### src/sv/motor_speed_to_hbridge_pwm_defines.svh
// ----------------------------------------------------------------------------
// motor_speed_to_hbridge_pwm assertion macros
// shared concurrent assertion forms, clocked on clk and disabled in reset
// ----------------------------------------------------------------------------
`ifndef MOTOR_SPEED_TO_HBRIDGE_PWM_DEFINES_SVH
`define MOTOR_SPEED_TO_HBRIDGE_PWM_DEFINES_SVH

// same-cycle implication
`define MSHB_ASSERT_IMP(lbl, ante, cons, msg) \
  lbl: assert property (@(posedge clk) disable iff (!rst_n) (ante) |-> (cons)) \
    else $error(msg);

// next-cycle implication
`define MSHB_ASSERT_NXT(lbl, ante, cons, msg) \
  lbl: assert property (@(posedge clk) disable iff (!rst_n) (ante) |=> (cons)) \
    else $error(msg);

`endif

### src/sv/mshb_pkg.sv
// ----------------------------------------------------------------------------
// mshb_pkg
// shared types and constants of the motor speed to h-bridge pwm block
// ----------------------------------------------------------------------------
`default_nettype none

package mshb_pkg;

  // config port
  localparam int CFG_AW = 4;
  localparam int CFG_DW = 32;

  // register indexes (paddr[3:2])
  localparam logic [1:0] REG_MIN_SPEED  = 2'd0;
  localparam logic [1:0] REG_MAX_SPEED  = 2'd1;
  localparam logic [1:0] REG_PWM_PERIOD = 2'd2;

  // reset values
  localparam logic [9:0]  MIN_SPEED_RST  = 10'd10;
  localparam logic [9:0]  MAX_SPEED_RST  = 10'd300;
  localparam logic [15:0] PWM_PERIOD_RST = 16'd999;

  // rpm per rad/s in q16
  localparam logic [19:0] RPM_PER_RAD_Q16 = 20'd625822;

  // 100 percent in q8.8
  localparam logic [14:0] PCT_FULL_Q8 = 15'd25600;

  // floor(2^30 / 100) for the compare scaling
  localparam logic [23:0] RECIP_100   = 24'd10737418;
  localparam logic [6:0]  HUNDRED     = 7'd100;

  // calibration coefficients, index {side, backward}
  localparam logic [13:0] COEF_A [4] = '{14'd13312, 14'd13184, 14'd13466, 14'd13568};
  localparam logic [14:0] COEF_B [4] = '{15'd20316, 15'd21928, 15'd23003, 15'd20972};
  localparam logic [20:0] COEF_C [4] =
    '{21'd1529008, 21'd1632088, 21'd545461, 21'd1374390};

  // live configuration handed to the datapath
  typedef struct packed {
    logic [9:0]  min_speed_rpm;
    logic [9:0]  max_speed_rpm;
    logic [15:0] pwm_period;
  } cfg_t;

endpackage

`default_nettype wire

### src/sv/motor_speed_to_hbridge_pwm.sv
// ----------------------------------------------------------------------------
// motor_speed_to_hbridge_pwm
// wheel velocity command to h-bridge compare values with deadband brake
// ----------------------------------------------------------------------------
// A command (side, signed q8.8 rad/s) is taken on any cycle with start high;
// busy is always low, so one command per clock is sustained. Each command
// gives exactly one result beat on out_strobe, from an eight-register
// pipeline whose depth is set by the calibration multiplies (rpm, r squared,
// split c*r^2 partial products) and the reciprocal divide by 25600. The
// receiver cannot stall: out_strobe is high for one cycle and the result must
// be captured then. The user must write registers over the apb port only
// while no command is in flight; the block itself does not enforce this.
`default_nettype none

module motor_speed_to_hbridge_pwm
  import mshb_pkg::*;
(
  input  logic               clk,
  input  logic               rst_n,
  // command channel
  input  logic               start,
  output logic               busy,
  input  logic               in_motor_side,
  input  logic signed [15:0] in_angular_velocity,
  // result channel
  output logic               out_strobe,
  output logic [15:0]        out_forward_compare,
  output logic [15:0]        out_backward_compare,
  output logic               out_brake_active,
  output logic signed [15:0] out_duty_percent,
  // register port
  input  logic               psel,
  input  logic               penable,
  input  logic               pwrite,
  input  logic [CFG_AW-1:0]  paddr,
  input  logic [CFG_DW-1:0]  pwdata,
  output logic [CFG_DW-1:0]  prdata,
  output logic               pready
);

  cfg_t cfg;
  logic accept;

  // fully pipelined, never busy
  assign busy   = 1'b0;
  assign accept = start & ~busy;

  mshb_cfg u_cfg (
    .clk     (clk),
    .rst_n   (rst_n),
    .psel    (psel),
    .penable (penable),
    .pwrite  (pwrite),
    .paddr   (paddr),
    .pwdata  (pwdata),
    .prdata  (prdata),
    .pready  (pready),
    .cfg     (cfg)
  );

  mshb_pipe u_pipe (
    .clk        (clk),
    .rst_n      (rst_n),
    .cfg        (cfg),
    .in_valid   (accept),
    .in_side    (in_motor_side),
    .in_vel     (in_angular_velocity),
    .out_strobe (out_strobe),
    .out_fwd    (out_forward_compare),
    .out_bwd    (out_backward_compare),
    .out_brake  (out_brake_active),
    .out_duty   (out_duty_percent)
  );

endmodule

`default_nettype wire

### src/sv/mshb_cfg.sv
// ----------------------------------------------------------------------------
// mshb_cfg
// apb register file holding min speed, max speed and pwm period
// ----------------------------------------------------------------------------
`default_nettype none

module mshb_cfg
  import mshb_pkg::*;
(
  input  logic              clk,
  input  logic              rst_n,
  input  logic              psel,
  input  logic              penable,
  input  logic              pwrite,
  input  logic [CFG_AW-1:0] paddr,
  input  logic [CFG_DW-1:0] pwdata,
  output logic [CFG_DW-1:0] prdata,
  output logic              pready,
  output cfg_t              cfg
);

  logic [9:0]  min_speed_r, min_speed_nxt;
  logic [9:0]  max_speed_r, max_speed_nxt;
  logic [15:0] period_r, period_nxt;
  logic        wr_en;
  logic [1:0]  reg_idx;

  assign pready  = 1'b1;
  assign wr_en   = psel & penable & pwrite;
  assign reg_idx = paddr[3:2];

  // write decode
  always_comb begin
    min_speed_nxt = min_speed_r;
    max_speed_nxt = max_speed_r;
    period_nxt    = period_r;
    if (wr_en) begin
      case (reg_idx)
        REG_MIN_SPEED:  min_speed_nxt = pwdata[9:0];
        REG_MAX_SPEED:  max_speed_nxt = pwdata[9:0];
        REG_PWM_PERIOD: period_nxt    = pwdata[15:0];
        default: ;
      endcase
    end
  end

  always_ff @(posedge clk) begin
    if (!rst_n) begin
      min_speed_r <= MIN_SPEED_RST;
      max_speed_r <= MAX_SPEED_RST;
      period_r    <= PWM_PERIOD_RST;
    end else begin
      min_speed_r <= min_speed_nxt;
      max_speed_r <= max_speed_nxt;
      period_r    <= period_nxt;
    end
  end

  // read mux
  always_comb begin
    case (reg_idx)
      REG_MIN_SPEED:  prdata = {22'd0, min_speed_r};
      REG_MAX_SPEED:  prdata = {22'd0, max_speed_r};
      REG_PWM_PERIOD: prdata = {16'd0, period_r};
      default:        prdata = '0;
    endcase
  end

  assign cfg.min_speed_rpm = min_speed_r;
  assign cfg.max_speed_rpm = max_speed_r;
  assign cfg.pwm_period    = period_r;

endmodule

`default_nettype wire

### src/sv/mshb_pipe.sv
// ----------------------------------------------------------------------------
// mshb_pipe
// eight-stage datapath: rpm conversion, deadband, quadratic calibration,
// compare scaling
// ----------------------------------------------------------------------------
`default_nettype none
`include "motor_speed_to_hbridge_pwm_defines.svh"

module mshb_pipe
  import mshb_pkg::*;
(
  input  logic               clk,
  input  logic               rst_n,
  input  cfg_t               cfg,
  input  logic               in_valid,
  input  logic               in_side,
  input  logic signed [15:0] in_vel,
  output logic               out_strobe,
  output logic [15:0]        out_fwd,
  output logic [15:0]        out_bwd,
  output logic               out_brake,
  output logic signed [15:0] out_duty
);

  // valid bits, one per stage 1 to 7
  logic [6:0] v_r;

  // stage 1: |w| to rpm q8
  logic        bwd1_nxt;
  logic [15:0] mag1;
  logic [35:0] rpm_prod;
  logic [18:0] r1_nxt;
  logic        side1_r, bwd1_r;
  logic [18:0] r1_r;

  // stage 2: deadband and clamp
  logic        brake2_nxt;
  logic [17:0] lim2;
  logic [17:0] rc2_nxt;
  logic [1:0]  idx2_r;
  logic        brake2_r;
  logic [17:0] rc2_r;

  // stage 3: r^2 and b*r
  logic [1:0]  idx3_r;
  logic        brake3_r;
  logic [35:0] rsq3_r;
  logic [32:0] br3_r;

  // stage 4: c*r^2 partial products, constant and linear terms
  logic [1:0]  idx4_r;
  logic        brake4_r;
  logic [38:0] pplo4_r, pphi4_r;
  logic [59:0] ab4_r, ab4_nxt;

  // stage 5: final sum, round, saturate
  logic [59:0] sum5;
  logic [19:0] pfull5;
  logic [14:0] p5_nxt;
  logic        bwd5_r, brake5_r;
  logic [14:0] p5_r;

  // stage 6: period * p
  logic        bwd6_r, brake6_r;
  logic [14:0] p6_r;
  logic [30:0] x6_r;

  // stage 7: reciprocal estimate of (x >> 8) / 100
  logic [22:0] y7_nxt;
  logic [46:0] qprod7;
  logic        bwd7_r, brake7_r;
  logic [14:0] p7_r;
  logic [22:0] y7_r;
  logic [16:0] q7_r;

  // output stage: remainder correction and channel select
  logic [23:0] q100;
  logic [23:0] rem8;
  logic [16:0] cmp8;
  logic [15:0] cmp16;
  logic        out_strobe_r;
  logic [15:0] out_fwd_r, out_bwd_r;
  logic        out_brake_r;
  logic [15:0] out_duty_r;

  // stage 1 logic
  assign bwd1_nxt = in_vel[15];
  assign mag1     = bwd1_nxt ? (~in_vel + 16'd1) : in_vel;
  assign rpm_prod = 36'(mag1) * 36'(RPM_PER_RAD_Q16);
  assign r1_nxt   = 19'((rpm_prod + 36'h8000) >> 16);

  // stage 2 logic
  assign brake2_nxt = r1_r < {1'b0, cfg.min_speed_rpm, 8'd0};
  assign lim2       = {cfg.max_speed_rpm, 8'd0};
  assign rc2_nxt    = (r1_r > {1'b0, lim2}) ? lim2 : r1_r[17:0];

  // stage 4 logic: constant plus linear term plus rounding half
  assign ab4_nxt = (60'(COEF_A[idx3_r]) << 40) + (60'(br3_r) << 24) + (60'd1 << 39);

  // stage 5 logic
  assign sum5   = ab4_r + 60'(pplo4_r) + (60'(pphi4_r) << 18);
  assign pfull5 = sum5[59:40];
  assign p5_nxt = (pfull5 > 20'(PCT_FULL_Q8)) ? PCT_FULL_Q8 : pfull5[14:0];

  // stage 7 logic
  assign y7_nxt = x6_r[30:8];
  assign qprod7 = 47'(y7_nxt) * 47'(RECIP_100);

  // output stage logic
  assign q100  = 24'(q7_r) * 24'(HUNDRED);
  assign rem8  = 24'(y7_r) - q100;
  assign cmp8  = (rem8 >= 24'(HUNDRED)) ? (q7_r + 17'd1) : q7_r;
  assign cmp16 = cmp8[16] ? 16'hFFFF : cmp8[15:0];

  // valid chain
  always_ff @(posedge clk) begin
    if (!rst_n) begin
      v_r          <= '0;
      out_strobe_r <= 1'b0;
    end else begin
      v_r          <= {v_r[5:0], in_valid};
      out_strobe_r <= v_r[6];
    end
  end

  // payload stages
  always_ff @(posedge clk) begin
    side1_r  <= in_side;
    bwd1_r   <= bwd1_nxt;
    r1_r     <= r1_nxt;

    idx2_r   <= {side1_r, bwd1_r};
    brake2_r <= brake2_nxt;
    rc2_r    <= rc2_nxt;

    idx3_r   <= idx2_r;
    brake3_r <= brake2_r;
    rsq3_r   <= 36'(rc2_r) * 36'(rc2_r);
    br3_r    <= 33'(COEF_B[idx2_r]) * 33'(rc2_r);

    idx4_r   <= idx3_r;
    brake4_r <= brake3_r;
    pplo4_r  <= 39'(COEF_C[idx3_r]) * 39'(rsq3_r[17:0]);
    pphi4_r  <= 39'(COEF_C[idx3_r]) * 39'(rsq3_r[35:18]);
    ab4_r    <= ab4_nxt;

    bwd5_r   <= idx4_r[0];
    brake5_r <= brake4_r;
    p5_r     <= p5_nxt;

    bwd6_r   <= bwd5_r;
    brake6_r <= brake5_r;
    p6_r     <= p5_r;
    x6_r     <= 31'(cfg.pwm_period) * 31'(p5_r);

    bwd7_r   <= bwd6_r;
    brake7_r <= brake6_r;
    p7_r     <= p6_r;
    y7_r     <= y7_nxt;
    q7_r     <= qprod7[46:30];

    // channel select
    out_brake_r <= brake7_r;
    if (brake7_r) begin
      out_fwd_r  <= cfg.pwm_period;
      out_bwd_r  <= cfg.pwm_period;
      out_duty_r <= '0;
    end else if (bwd7_r) begin
      out_fwd_r  <= '0;
      out_bwd_r  <= cmp16;
      out_duty_r <= 16'd0 - {1'b0, p7_r};
    end else begin
      out_fwd_r  <= cmp16;
      out_bwd_r  <= '0;
      out_duty_r <= {1'b0, p7_r};
    end
  end

  assign out_strobe = out_strobe_r;
  assign out_fwd    = out_fwd_r;
  assign out_bwd    = out_bwd_r;
  assign out_brake  = out_brake_r;
  assign out_duty   = out_duty_r;

  // checks
  `MSHB_ASSERT_NXT(a_valid_moves, v_r[0], v_r[1], "stage valid lost between stage 1 and 2")
  `MSHB_ASSERT_IMP(a_brake_out, out_strobe && out_brake,
    out_duty == 16'sd0 && out_fwd == out_bwd, "brake beat with drive payload")
  `MSHB_ASSERT_IMP(a_one_channel, out_strobe && !out_brake,
    out_fwd == 16'd0 || out_bwd == 16'd0, "both channels driven")
  `MSHB_ASSERT_IMP(a_duty_range, out_strobe,
    out_duty <= 16'sd25600 && out_duty >= -16'sd25600, "duty out of range")

endmodule

`default_nettype wire
### config.mk
export PLATFORM = sky130hd
export DESIGN_NAME = motor_speed_to_hbridge_pwm
export DESIGN_NICKNAME = d
export VERILOG_FILES = /design/src/sv/mshb_pkg.sv /design/src/sv/motor_speed_to_hbridge_pwm.sv /design/src/sv/mshb_cfg.sv /design/src/sv/mshb_pipe.sv
export VERILOG_INCLUDE_DIRS = /design/src /design/src/sv
export SDC_FILE = /design/constraint.sdc
export NUM_CORES = 2
export LEC_CHECK = 0
export BUFFER_PORTS_ARGS = -buffer_cell sky130_fd_sc_hd__buf_2
export CAP_MARGIN = 20
export CORE_UTILIZATION = 30
export DETAILED_ROUTE_END_ITERATION = 10
export GPL_ROUTABILITY_DRIVEN = 0
export GPL_TIMING_DRIVEN = 0
export PLACE_DENSITY = 0.42
export SLEW_MARGIN = 10
export SYNTH_ARGS = -nofsm -noshare
export SYNTH_HDL_FRONTEND = slang
export SYNTH_SLANG_ARGS = --single-unit
### constraint.sdc
create_clock -name clk -period 24 [get_ports clk]
set_input_delay 1.2 -clock clk [delete_from_list [all_inputs] [get_ports clk]]
set_output_delay 1.2 -clock clk [all_outputs]
set_load 0.005 [all_outputs]
==> flow_summary.toml <==
[cells_and_area]
layout-area-overhead-vs-synth_pct = 9.070
final_layout_size_suffix_gt1_share_pct = 3.659
final_nets = 10900

[outcome]
status = "complete, no violations"

[sta]
final_period_minus_worst_setup_slack_ns = 10.65
setup-violations-final = 0
worst_pin_slew_ns = 1.184
maxSlewViolCount = 0
final_min_period_over_clock_period_pct = 44.39
clock-skew-final_ns = 0.02654
final_hold_viol_count = 0
fin_tns_setup_ns = 0
postLayoutSetupSlackWorst_ns = 13.35
max-slew-margin-rel_pct = 21.06
max_clock_freq_mhz = 93.86
grt_setup_unrepaired = "no"

[clock_tree]
cts_htree_levels = 2
tritoncts = "built"
cts_setup_buffers = 0
cts.clk_slew.worst_paths_ns = 0.07
clockRootBuffer = "sky130_fd_sc_hd__clkbuf_16"
cts_max_path_buffers = 3
cts-resized-gates = 0
postCtsHoldBufs = 0
cts_inserted_buffers = 55
tritoncts_num_sinks = 415
worstSkewPairLatency_ns = 0.69

[logic_synthesis]
synthFlopType = "sky130_fd_sc_hd__dfxtp_1"
synth_seq_area_share_pct = 10.79
synthesized_netlist_cell_count = 8035
synth_warnings = 0
synth_edf_count = 0
synth.cell_area_sq_um = 77000
syn_avg_cell_area_sq_um = 9.583
ys_async_sr_fraction_pct = 0
postSynthRegisterBits = 415
post_synth_num_cell_types = 95

[detailed_routing]
wl_per_cell_um = 19.80
postRouteWirelength_mm = 230.8
route.detailed.drc = 0
drt_iter0_drc = 2429
via_count = 52800
drt-vias-per-instance = 4.531
ant_nets = 0
drt_first_pass_iters = 5

[run]
drv.max_cap_violation_count = 0

[worst_setup_path]
crit_arrival_ns = 11.16
worst_setup_path_end_kind = "register"
critical_path.slowest_cell = "sky130_fd_sc_hd__clkbuf_1"
required_time_at_the_endpoint_of_the_critical_path_ns = 24.51
critical_path.startpoint_type = "register"
path_class = "reg -> reg"
slowest_delay_ns = 0.83
worstPathMaxFanout = 12

[global_routing]
antenna_found_initial = 19
globalRoute.totalOverflow = 0
number_of_global_route_vias_before_repair = 58010
grt_first_pass_wirelength_mm = 357.3
grt_start_max_net_pins = 16
total_routing_usage_gr_pct = 18.30

[floorplanning]
dieHeight_um = 508.6
die_width_um = 508.6
fp.dieArea_sq_um = 258700
boundaryPins = 143
floorplan.rows = 185
core_area_sq_um = 254600
initial_core_util_pct = 30.24

[worst_hold_path]
min_path_type = "reg -> reg"

[place]
portBuffers = 105
dpl.hpwl_mm = 198.9
preCtsSetupSlack_ns = 13.10
-- layout make-up --
type | count | area (sq um)
antenna | 8 | 20.02
multi-input combinational | 5389 | 60210
clock inverter | 34 | 529.3
tap | 3366 | 4212
clock buffer | 67 | 1511
buffer | 222 | 940.9
inverter | 2043 | 7669
timing repair buffer | 110 | 583.1
fill | 26630 | 170600
sequential | 415 | 8308
-- metrics by stage --
stage	hold WS, ns	utilization (%)	std cells	cell area, sq um
floorplan	0.3096	-	8069	77130
global placement	0.3097	32.15	11540	81870
detailed placement	0.3121	32.17	11540	81910
CTS	0.3147	32.97	11640	83950
global route	0.3224	32.98	11650	83970
finish	0.3140	32.99	11650	83990
-- kinds of logic after synthesis --
kind of cell	synth area share, %
other	0.009753
adders and majority gates	56.65
buffers and inverters	11.18
DFF	10.79
muxes	0.6028
xor gates and xnor gates	3.352
AOI/OAI and AO/OA	6.428
and+or+nand+nor	10.99
-- synth_stat cells (all sizes together), types with 22 or more instances --
library cell	count	area (sq um)
nand3	67	335.3
a211oi	34	265.3
nand2	559	2098
nor2	260	975.9
clkbuf	193	724.4
ha	1136	14210
nand4	25	156.4
nor3	65	330.3
buf	29	215.2
and3	29	191.4
o21ai	124	620.6
or3	22	143.9
inv	2039	7654
xor2	90	788.3
fa	1469	29410
xnor2	202	1769
a21oi	182	914.6
o21a	47	352.8
nand2b	83	519.3
dfxtp	415	8308
mux2i	34	340.3
and2	353	2208
nor2b	128	800.8
a31oi	22	158.9
o21bai	29	217.7
o211ai	36	290.3
a21o	107	803.3
-- path summary, 6_finish.rpt --
kind                    start            endpoint  slack (ns)  cells past startpoint
max          u_pipe.idx3_r[1]  u_pipe.pplo4_r[38]       13.35                     30
min            u_pipe.p6_r[1]      u_pipe.p7_r[1]        0.31                      0
max reg2reg  u_pipe.idx3_r[1]  u_pipe.pplo4_r[38]       13.35                     30
min reg2reg    u_pipe.p6_r[1]      u_pipe.p7_r[1]        0.31                      0
-- cell usage in the layout, fill, tap and decap left out, drive strengths merged, types with 20 or more instances in the layout --
cell type / synthesis / final
dfxtp: 415 / 415
clkbuf: 193 / 260
o211ai: 36 / 36
conb: 2 / 36
o31ai: 20 / 20
nand2: 559 / 559
ha: 1136 / 1136
o21bai: 29 / 29
or3: 22 / 22
buf: 29 / 139
a21oi: 182 / 182
nand4: 25 / 25
nand2b: 83 / 83
xnor2: 202 / 202
nor2b: 128 / 128
and3: 29 / 29
fa: 1469 / 1469
inv: 2039 / 2047
nand3: 67 / 67
a21o: 107 / 107
and2: 353 / 353
nor2: 260 / 260
mux2i: 34 / 34
xor2: 90 / 90
nor3: 65 / 65
o21ai: 124 / 124
o21a: 47 / 47
a31oi: 22 / 22
a211oi: 34 / 34
-- worst max-delay path: cells and delay by family, from the launching register on --
family	cells	cell delay [ns]
AOI/OAI and AO/OA	6	1.75
adders and majority gates	8	3.65
DFF	1	0.50
xor gates and xnor gates	1	0.45
buffers and inverters	10	3.03
and+or+nand+nor	5	1.07
-- state kept, by name, summed over array words and instances (netlist names), 17 cells and up --
signal / flops
u_pipe.rsq3_r: 35
u_pipe.ab4_r: 35
u_pipe.q7_r: 17
u_pipe.pphi4_r: 39
u_pipe.y7_r: 21
u_pipe.pplo4_r: 21
u_pipe.rc2_r: 18
u_pipe.br3_r: 33
u_pipe.x6_r: 23
u_pipe.r1_r: 19
-- routing by layer --
layer / global-route usage (%) / part of all wire (%) / vias up / wire (um)
met5: 0 / 0.0043 / - / 10
met4: 3.642 / 1.9 / 2 / 4302
met3: 1.685 / 3.6 / 177 / 8409
met2: 30.65 / 47 / 900 / 108700
met1: 25.57 / 47 / 26760 / 109400
li1: - / - / 24960 / -
Power is not shown: default switching activity piles up to over one toggle a cycle in this logic, so the estimate is an artifact.
